**config.mk**
```make
export PLATFORM = sky130hd
export DESIGN_NAME = base64_group_decoder_core
export DESIGN_NICKNAME = d
export VERILOG_FILES = /design/src/hdl/b64gd_pkg.sv /design/src/hdl/b64gd_lane.sv /design/src/hdl/b64gd_merge.sv /design/src/hdl/b64gd_outbuf.sv /design/src/hdl/base64_group_decoder_core.sv
export SDC_FILE = /design/constraint.sdc
export NUM_CORES = 1
export LEC_CHECK = 0
export CAP_MARGIN = 5
export CORE_MARGIN = 10
export CORE_UTILIZATION = 46
export DETAILED_ROUTE_END_ITERATION = 12
export DONT_BUFFER_PORTS = 1
export PLACE_DENSITY = 0.63
export SETUP_SLACK_MARGIN = 0.3
export SYNTH_ARGS = -nofsm -noshare
export SYNTH_HDL_FRONTEND = slang
export SYNTH_SLANG_ARGS = --single-unit
```
**constraint.sdc**
```tcl
create_clock -name clock -period 3.6 [get_ports clock]
set_input_delay 0.36 -clock clock [delete_from_list [all_inputs] [get_ports clock]]
set_output_delay 0.36 -clock clock [all_outputs]
set_load 0.02 [all_outputs]
```
**src/hdl/b64gd_pkg.sv**
```systemverilog
// shared types and constants for the base64 group decoder
// no dependencies; imported by every module of the block

package b64gd_pkg;

   // field widths
   localparam int CHAR_W     = 8;
   localparam int SEXTET_W   = 6;
   localparam int COUNT_W    = 16;
   localparam int NUM_LANES  = 4;

   // bytes produced by one decoded group
   localparam logic [COUNT_W-1:0] GROUP_BYTES = 16'd3;

   // largest output capacity honored on a start word
   localparam logic [31:0] CAPACITY_MAX = 32'd65535;

   // one character lane: 6-bit value and in-alphabet flag
   typedef struct packed {
      logic                ok;
      logic [SEXTET_W-1:0] value;
   } sextet_type;

   // one result word
   typedef struct packed {
      logic [CHAR_W-1:0]  byte0;
      logic [CHAR_W-1:0]  byte1;
      logic [CHAR_W-1:0]  byte2;
      logic               accepted;
      logic [COUNT_W-1:0] total_bytes;
   } result_type;

endpackage

```
**src/hdl/b64gd_lane.sv**
```systemverilog
// one character lane: maps a character through the base64 alphabet
// depends on b64gd_pkg

module b64gd_lane (
   input  logic [b64gd_pkg::CHAR_W-1:0] ch,
   output b64gd_pkg::sextet_type        sextet
);
   import b64gd_pkg::*;

   localparam logic [CHAR_W-1:0] CHAR_UPPER_A = 8'h41;
   localparam logic [CHAR_W-1:0] CHAR_UPPER_Z = 8'h5A;
   localparam logic [CHAR_W-1:0] CHAR_LOWER_A = 8'h61;
   localparam logic [CHAR_W-1:0] CHAR_LOWER_Z = 8'h7A;
   localparam logic [CHAR_W-1:0] CHAR_ZERO    = 8'h30;
   localparam logic [CHAR_W-1:0] CHAR_NINE    = 8'h39;
   localparam logic [CHAR_W-1:0] CHAR_PLUS    = 8'h2B;
   localparam logic [CHAR_W-1:0] CHAR_SLASH   = 8'h2F;
   localparam logic [CHAR_W-1:0] CHAR_PAD     = 8'h3D;

   // offsets that move each range onto its sextet values
   localparam logic [CHAR_W-1:0] LOWER_OFS = 8'd71;  // 'a' maps to 26
   localparam logic [CHAR_W-1:0] DIGIT_OFS = 8'd4;   // '0' maps to 52

   localparam logic [SEXTET_W-1:0] VAL_PLUS  = 6'd62;
   localparam logic [SEXTET_W-1:0] VAL_SLASH = 6'd63;
   localparam logic [SEXTET_W-1:0] VAL_PAD   = 6'd0;

   logic [CHAR_W-1:0] diff;

   // range compare and offset per alphabet block
   always_comb begin
      diff         = '0;
      sextet.ok    = 1'b1;
      sextet.value = '0;
      if (ch >= CHAR_UPPER_A && ch <= CHAR_UPPER_Z) begin
         diff         = ch - CHAR_UPPER_A;
         sextet.value = diff[SEXTET_W-1:0];
      end else if (ch >= CHAR_LOWER_A && ch <= CHAR_LOWER_Z) begin
         diff         = ch - LOWER_OFS;
         sextet.value = diff[SEXTET_W-1:0];
      end else if (ch >= CHAR_ZERO && ch <= CHAR_NINE) begin
         diff         = ch + DIGIT_OFS;
         sextet.value = diff[SEXTET_W-1:0];
      end else if (ch == CHAR_PLUS) begin
         sextet.value = VAL_PLUS;
      end else if (ch == CHAR_SLASH) begin
         sextet.value = VAL_SLASH;
      end else if (ch == CHAR_PAD) begin
         sextet.value = VAL_PAD;
      end else begin
         sextet.ok = 1'b0;
      end
   end

endmodule

```
**src/hdl/b64gd_merge.sv**
```systemverilog
// merge stage: joins the four lanes, keeps the per-string state and
// forms the result word; depends on b64gd_pkg

module b64gd_merge (
   input  logic                                                  clock,
   input  logic                                                  reset,
   input  logic                                                  push,
   input  logic                                                  start_req,
   input  logic [b64gd_pkg::COUNT_W-1:0]                         capacity,
   input  b64gd_pkg::sextet_type [b64gd_pkg::NUM_LANES-1:0]      lanes,
   output b64gd_pkg::result_type                                 result
);
   import b64gd_pkg::*;

   logic [COUNT_W-1:0] count_ff, count_in;
   logic               halted_ff, halted_in;
   logic [COUNT_W-1:0] cap_ff, cap_in;

   logic [COUNT_W-1:0] start_cap;
   logic [COUNT_W-1:0] cur_count;
   logic               cur_halted;
   logic [COUNT_W:0]   next_end;
   logic               room;
   logic               all_ok;
   logic               attempt;
   logic               acc;
   logic [COUNT_W:0]   count_sum;

   // capacity latched on a start word, limited to the maximum
   always_comb begin
      if ({16'd0, capacity} > CAPACITY_MAX) begin
         start_cap = CAPACITY_MAX[COUNT_W-1:0];
      end else begin
         start_cap = capacity;
      end
   end

   // state as seen by this word, after a possible start
   always_comb begin
      cap_in     = start_req ? start_cap : cap_ff;
      cur_count  = start_req ? '0 : count_ff;
      cur_halted = start_req ? 1'b0 : halted_ff;
   end

   // capacity check and alphabet check over all lanes
   always_comb begin
      next_end  = {1'b0, cur_count} + {1'b0, GROUP_BYTES};
      room      = next_end < {1'b0, cap_in};
      all_ok    = lanes[0].ok & lanes[1].ok & lanes[2].ok & lanes[3].ok;
      attempt   = !cur_halted && room;
      acc       = attempt && all_ok;
      count_sum = {1'b0, cur_count} + {1'b0, GROUP_BYTES};
      count_in  = acc ? count_sum[COUNT_W-1:0] : cur_count;
      halted_in = cur_halted || (attempt && !all_ok);
   end

   // result word: bytes from the sextets, zero when rejected
   always_comb begin
      result.accepted    = acc;
      result.total_bytes = count_in;
      if (acc) begin
         result.byte0 = {lanes[0].value, lanes[1].value[5:4]};
         result.byte1 = {lanes[1].value[3:0], lanes[2].value[5:2]};
         result.byte2 = {lanes[2].value[1:0], lanes[3].value};
      end else begin
         result.byte0 = '0;
         result.byte1 = '0;
         result.byte2 = '0;
      end
   end

   // per-string state
   always_ff @(posedge clock) begin
      if (reset) begin
         count_ff  <= '0;
         halted_ff <= 1'b1;
         cap_ff    <= '0;
      end else if (push) begin
         count_ff  <= count_in;
         halted_ff <= halted_in;
         cap_ff    <= cap_in;
      end
   end

endmodule

```
**src/hdl/b64gd_outbuf.sv**
```systemverilog
// two-entry result buffer: output register plus skid register
// depends on b64gd_pkg

module b64gd_outbuf (
   input  logic                  clock,
   input  logic                  reset,
   input  logic                  push,
   input  b64gd_pkg::result_type push_word,
   output logic                  full,
   output logic                  out_valid,
   input  logic                  out_stall,
   output b64gd_pkg::result_type out_word
);
   import b64gd_pkg::*;

   logic       out_valid_ff, out_valid_in;
   result_type out_word_ff, out_word_in;
   logic       skid_valid_ff, skid_valid_in;
   result_type skid_word_ff, skid_word_in;
   logic       take;

   assign take      = out_valid_ff && !out_stall;
   assign full      = skid_valid_ff;
   assign out_valid = out_valid_ff;
   assign out_word  = out_word_ff;

   // refill from skid first, else from the incoming word
   always_comb begin
      out_valid_in  = out_valid_ff;
      out_word_in   = out_word_ff;
      skid_valid_in = skid_valid_ff;
      skid_word_in  = skid_word_ff;
      if (skid_valid_ff) begin
         if (take) begin
            out_word_in   = skid_word_ff;
            skid_valid_in = 1'b0;
         end
      end else if (push) begin
         if (!out_valid_ff || take) begin
            out_valid_in = 1'b1;
            out_word_in  = push_word;
         end else begin
            skid_valid_in = 1'b1;
            skid_word_in  = push_word;
         end
      end else if (take) begin
         out_valid_in = 1'b0;
      end
   end

   // control flags
   always_ff @(posedge clock) begin
      if (reset) begin
         out_valid_ff  <= 1'b0;
         skid_valid_ff <= 1'b0;
      end else begin
         out_valid_ff  <= out_valid_in;
         skid_valid_ff <= skid_valid_in;
      end
   end

   // payload registers
   always_ff @(posedge clock) begin
      out_word_ff  <= out_word_in;
      skid_word_ff <= skid_word_in;
   end

endmodule

```
**src/hdl/base64_group_decoder_core.sv**
```systemverilog
// Each result word is registered in the output register, or in the skid one
// when that is busy. Throughput: one four-character group per cycle unless
// stalled; the byte count updates in merge, and the two-entry buffer keeps
// input flowing while one result waits. req_stall rises only when both fill.
// Reset (synchronous): count and capacity clear, the block waits for a start
// word (every group rejected until then), and the output buffer empties.

module base64_group_decoder_core (
   input  logic                              clock,
   input  logic                              reset,
   input  logic                              req_valid,
   output logic                              req_stall,
   input  logic                              req_start_req,
   input  logic [b64gd_pkg::COUNT_W-1:0]     req_capacity,
   input  logic [b64gd_pkg::CHAR_W-1:0]      req_ch0,
   input  logic [b64gd_pkg::CHAR_W-1:0]      req_ch1,
   input  logic [b64gd_pkg::CHAR_W-1:0]      req_ch2,
   input  logic [b64gd_pkg::CHAR_W-1:0]      req_ch3,
   output logic                              rsp_valid,
   input  logic                              rsp_stall,
   output logic [b64gd_pkg::CHAR_W-1:0]      rsp_byte0,
   output logic [b64gd_pkg::CHAR_W-1:0]      rsp_byte1,
   output logic [b64gd_pkg::CHAR_W-1:0]      rsp_byte2,
   output logic                              rsp_accepted,
   output logic [b64gd_pkg::COUNT_W-1:0]     rsp_total_bytes
);
   import b64gd_pkg::*;

   logic [NUM_LANES-1:0][CHAR_W-1:0] chars;
   sextet_type [NUM_LANES-1:0]       lanes;
   result_type                       result;
   result_type                       out_word;
   logic                             push;
   logic                             full;

   assign chars     = {req_ch3, req_ch2, req_ch1, req_ch0};
   assign req_stall = full;
   assign push      = req_valid && !full;

   // one alphabet lane per character
   for (genvar i = 0; i < NUM_LANES; i++) begin : g_lane
      b64gd_lane u_lane (
         .ch     (chars[i]),
         .sextet (lanes[i])
      );
   end

   // merge lanes and update string state
   b64gd_merge u_merge (
      .clock     (clock),
      .reset     (reset),
      .push      (push),
      .start_req (req_start_req),
      .capacity  (req_capacity),
      .lanes     (lanes),
      .result    (result)
   );

   // output register and skid
   b64gd_outbuf u_outbuf (
      .clock     (clock),
      .reset     (reset),
      .push      (push),
      .push_word (result),
      .full      (full),
      .out_valid (rsp_valid),
      .out_stall (rsp_stall),
      .out_word  (out_word)
   );

   assign rsp_byte0       = out_word.byte0;
   assign rsp_byte1       = out_word.byte1;
   assign rsp_byte2       = out_word.byte2;
   assign rsp_accepted    = out_word.accepted;
   assign rsp_total_bytes = out_word.total_bytes;

endmodule

```
==> flow_summary.toml <==
[synthesis]
synth_xor_area_share_pct = 4.70
synth_flop_cell = "edfxtp_1"
synth_area_um2 = 7640
synth_cell_types = 79
fraction_of_post_synthesis_cell_area_in_the_top_cell_type_by_area_pct = 32.2
yosysSeqAreaShare_pct = 41.4
synth_top_cell_by_area = "edfxtp_1"
synthesized_area_fraction_occupied_by_ao_oa_aoi_and_oai_cells_pct = 19.0
synthMostInstantiatedCell = "nand2_1"
postSynthCellCount = 820
yosys.area_share.adder_pct = 7.36
ys.warnings.count = 0
synth_enable_flop_cells = 82
muxShareOfSynthArea_pct = 4.68
synthTopCellsByArea = "edfxtp_1 32%, dfxtp_1 9.2%, ha_1 7.4%, nand2_1 4.7%, a21oi_1 3.6%"
synth.net_count = 918
post_synth_and_or_nand_nor_area_fraction_pct = 18.5
synth.cells.most_frequent = "95 x nand2_1, 82 x edfxtp_1, 63 x nor2_1"
synthesis.area_per_instance_um2 = 9.32
synth_seq_cells = 117
async_reset_ff_share_pct = 0
largest_family_of_logic_cells_by_synthesized_area = "compound AO/OA/AOI/OAI gates"

[power]
internal_power_w = 0.00265
power.clock.fraction_pct = 46.6
peak_vdd_ir_mv = 0.369
power_density_of_the_placed_cells_nw_per_um2 = 399
leakagePower_nw = 3.37
power_dissipated_by_switching_net_loads_w = 0.000941
power_frac_seq_pct = 43.7
comb_power_share_pct = 9.7
netSwitchingFraction_pct = 26.2

[clock_network]
clockBufferDepth = 2
cts_made_buffers = 17
clock_tree.htree_level_count = 4
cts_tree = "done"
clk_transition_reported_paths_ns = 0.06
buffer_cell_driving_the_clock_tree_root = "clkbuf_16"
clock_insertion_delay_worst_skew_ns = 0.43
numClockSinks = 117

[routing]
initialDrtViolationCount = 403
detail_route.drc_violations = 0
antenna_left = 0
drt_wl_total_mm = 21.1
num_vias = 6384
firstDrtPassIters = 4
drt-vias-per-instance = 5.96
avgRoutedWirePerCell_um = 19.7

[grt]
grtUsageTotal_pct = 18.7
grt_start_max_net_pins = 60
grt_remaining_overflow = 0
number_of_antenna_violations_at_the_first_check_in_global_routing = 0
number_of_global_route_vias_before_repair = 6221
grt_pass1_wl_mm = 33.2

[timing]
hold_ws_ns = 0.0499
report.final.hold_viol_count = 0
finalClockSkew_ns = 0.00979
tightestPinTransition_ns = 1.00
slew_headroom_pct = 33.3
fin_tns_setup_ns = 0
layout_worst_path_cycle_share_pct = 96.6
setup-violations-final = 0
rsz0062_at_grt = "yes"
fmax_ghz = 0.288
final.min_clock_period_ns = 3.48
final_max_slew_viol_count = 0

[critical_path]
timing.critical_path.slowest_stage_cell = "or4_1"
worst-endpoint-required_ns = 3.95
cp_num_buf_inv = 1
path_max_fanout = 35
setup.worst_path.end_class = "flop"
worst-r2r-cell-count = 15
critical-path-max-stage-delay_ns = 0.53
logic_depth_of_the_worst_setup_path_including_buffers = 15
timing.critical_path.arrival_ns = 3.83
largest_delay_contributor_family_on_the_critical_path = "simple AND/OR/NAND/NOR gates"
critPathLaunchType = "flop"
crit_chain = "or2_4, and2_4, nand3_4, nor2_2, xnor2_2, nor2_1, ha_1, a211o_1, o2bb2ai_1, or4_4, a31oi_4, nand3_2, buf_12, or4_1, a31oi_1"
setup.worst_path.class = "reg -> reg"

[cells_and_area]
final_core_util_pct = 54.8
finalNetCount = 936
ant_diodes = 0
flow.area_growth_from_synthesis_pct = 17.6
final_layout_size_suffix_gt1_share_pct = 18.8

[floorplanning]
start_util_pct = 46.6
core.rowCount = 47
top_level_ports = 96
die-area_um2 = 22200
die_width_um = 149
die_y_um = 149
design.core.area_um2 = 16400

[placement]
dp_hpwl_mm = 14.9
finalWeightedCongestion = 0.925
port_buffers = 0

[run]
drv.max_cap_violation_count = 0

[hold_path]
holdPathStages = 2
worst_hold_path_type = "in -> reg"

[outcome]
outcome = "completed"
[cells in the final DEF, fill, tap and decap left out, types with 7 or more instances in the layout]
master,n
nand2_1,94
edfxtp_1,82
nor2_1,60
o21ai_0,45
a21oi_1,45
ha_1,45
buf_4,37
inv_1,29
dfxtp_1,29
xnor2_1,21
mux2i_1,20
nand3_1,18
clkbuf_16,17
nor2b_1,15
nand4_1,14
a31oi_1,14
mux2_2,14
xor2_1,11
o31ai_1,11
nor3_1,9
o21a_1,9
or3_1,9
a211oi_1,8
a21oi_2,8
buf_6,8
and2_1,7
[flip-flops by register name, indices dropped and copies added, names as in the netlist]
register	count
u_merge.cap_ff	16
u_outbuf.out_valid	1
u_outbuf.full	1
u_merge.halted_ff	1
u_outbuf.skid_word_ff	41
u_outbuf.out_word	41
u_merge.count_ff	16
[per-stage QoR]
step / total power, W / std cells / worst slack [ns] / cell area [µm²]
final: 0.00359 / 1071 / 0.123 / 8990
after global routing: 0.00373 / 1071 / -0.0233 / 8990
after CTS: 0.00361 / 1067 / 0.0790 / 8810
after detailed placement: 0.00192 / 1027 / 0.0246 / 8040
after global placement: 0.00192 / 1027 / 0.0909 / 8040
after floorplan: 0.00186 / 820 / 0.191 / 7710
[metal layers]
metal  track usage [%]  part of all wire, %  wire [µm]
met1              23.3                   44       9230
met3              5.83                  7.8       1660
met5                 0                    0          0
met2              29.8                   47       9870
met4              6.58                  1.8        384
[power by group through the flow]
stage                     sequential [W]  combinational, W  clock [W]
after global routing             0.00157          0.000390    0.00176
final                            0.00157          0.000349    0.00167
after floorplan                  0.00158          0.000273          0
after CTS                        0.00157          0.000343    0.00170
after global placement           0.00160          0.000317          0
after detailed placement         0.00160          0.000325          0
[kinds of logic after synthesis]
group,Yosys count
simple gates,285
compound gates,216
flops,117
buf+inv,82
fa+ha+maj,45
xor+xnor,41
mux,34
[layout make-up]
class / count / area, µm²
Fill cell: 1458 / 7420
Multi-Input combinational cell: 621 / 4400
Sequential cell: 117 / 3170
Timing Repair Buffer: 49 / 443
Clock buffer: 17 / 425
Tap cell: 220 / 275
Clock inverter: 15 / 154
Inverter: 32 / 120
[repair_timing]
item	in CTS	in global routing
endpoints found under the hold margin	33	0
endpoints found under the setup margin	74	89
hold buffers	1	0
gates cloned	0	0
resized for setup	29	30
pin swaps	6	10
setup buffers	7	4
[path summary, 6_finish.rpt]
path / end / startpoint / slack [ns]
worst max-delay path: u_merge.count_ff[7]$_SDFFE_PP0P_ / u_merge.count_ff[0]$_SDFFE_PP0P_ / 0.12
worst min-delay path: u_merge.halted_ff$_SDFFE_PP1P_ / reset / 0.05
worst max register to register: u_merge.count_ff[7]$_SDFFE_PP0P_ / u_merge.count_ff[0]$_SDFFE_PP0P_ / 0.12
worst min register to register: u_merge.cap_ff[11]$_SDFFE_PP0P_ / u_merge.cap_ff[11]$_SDFFE_PP0P_ / 0.45
No activity file was read; power rests on OpenSTA's default activity.
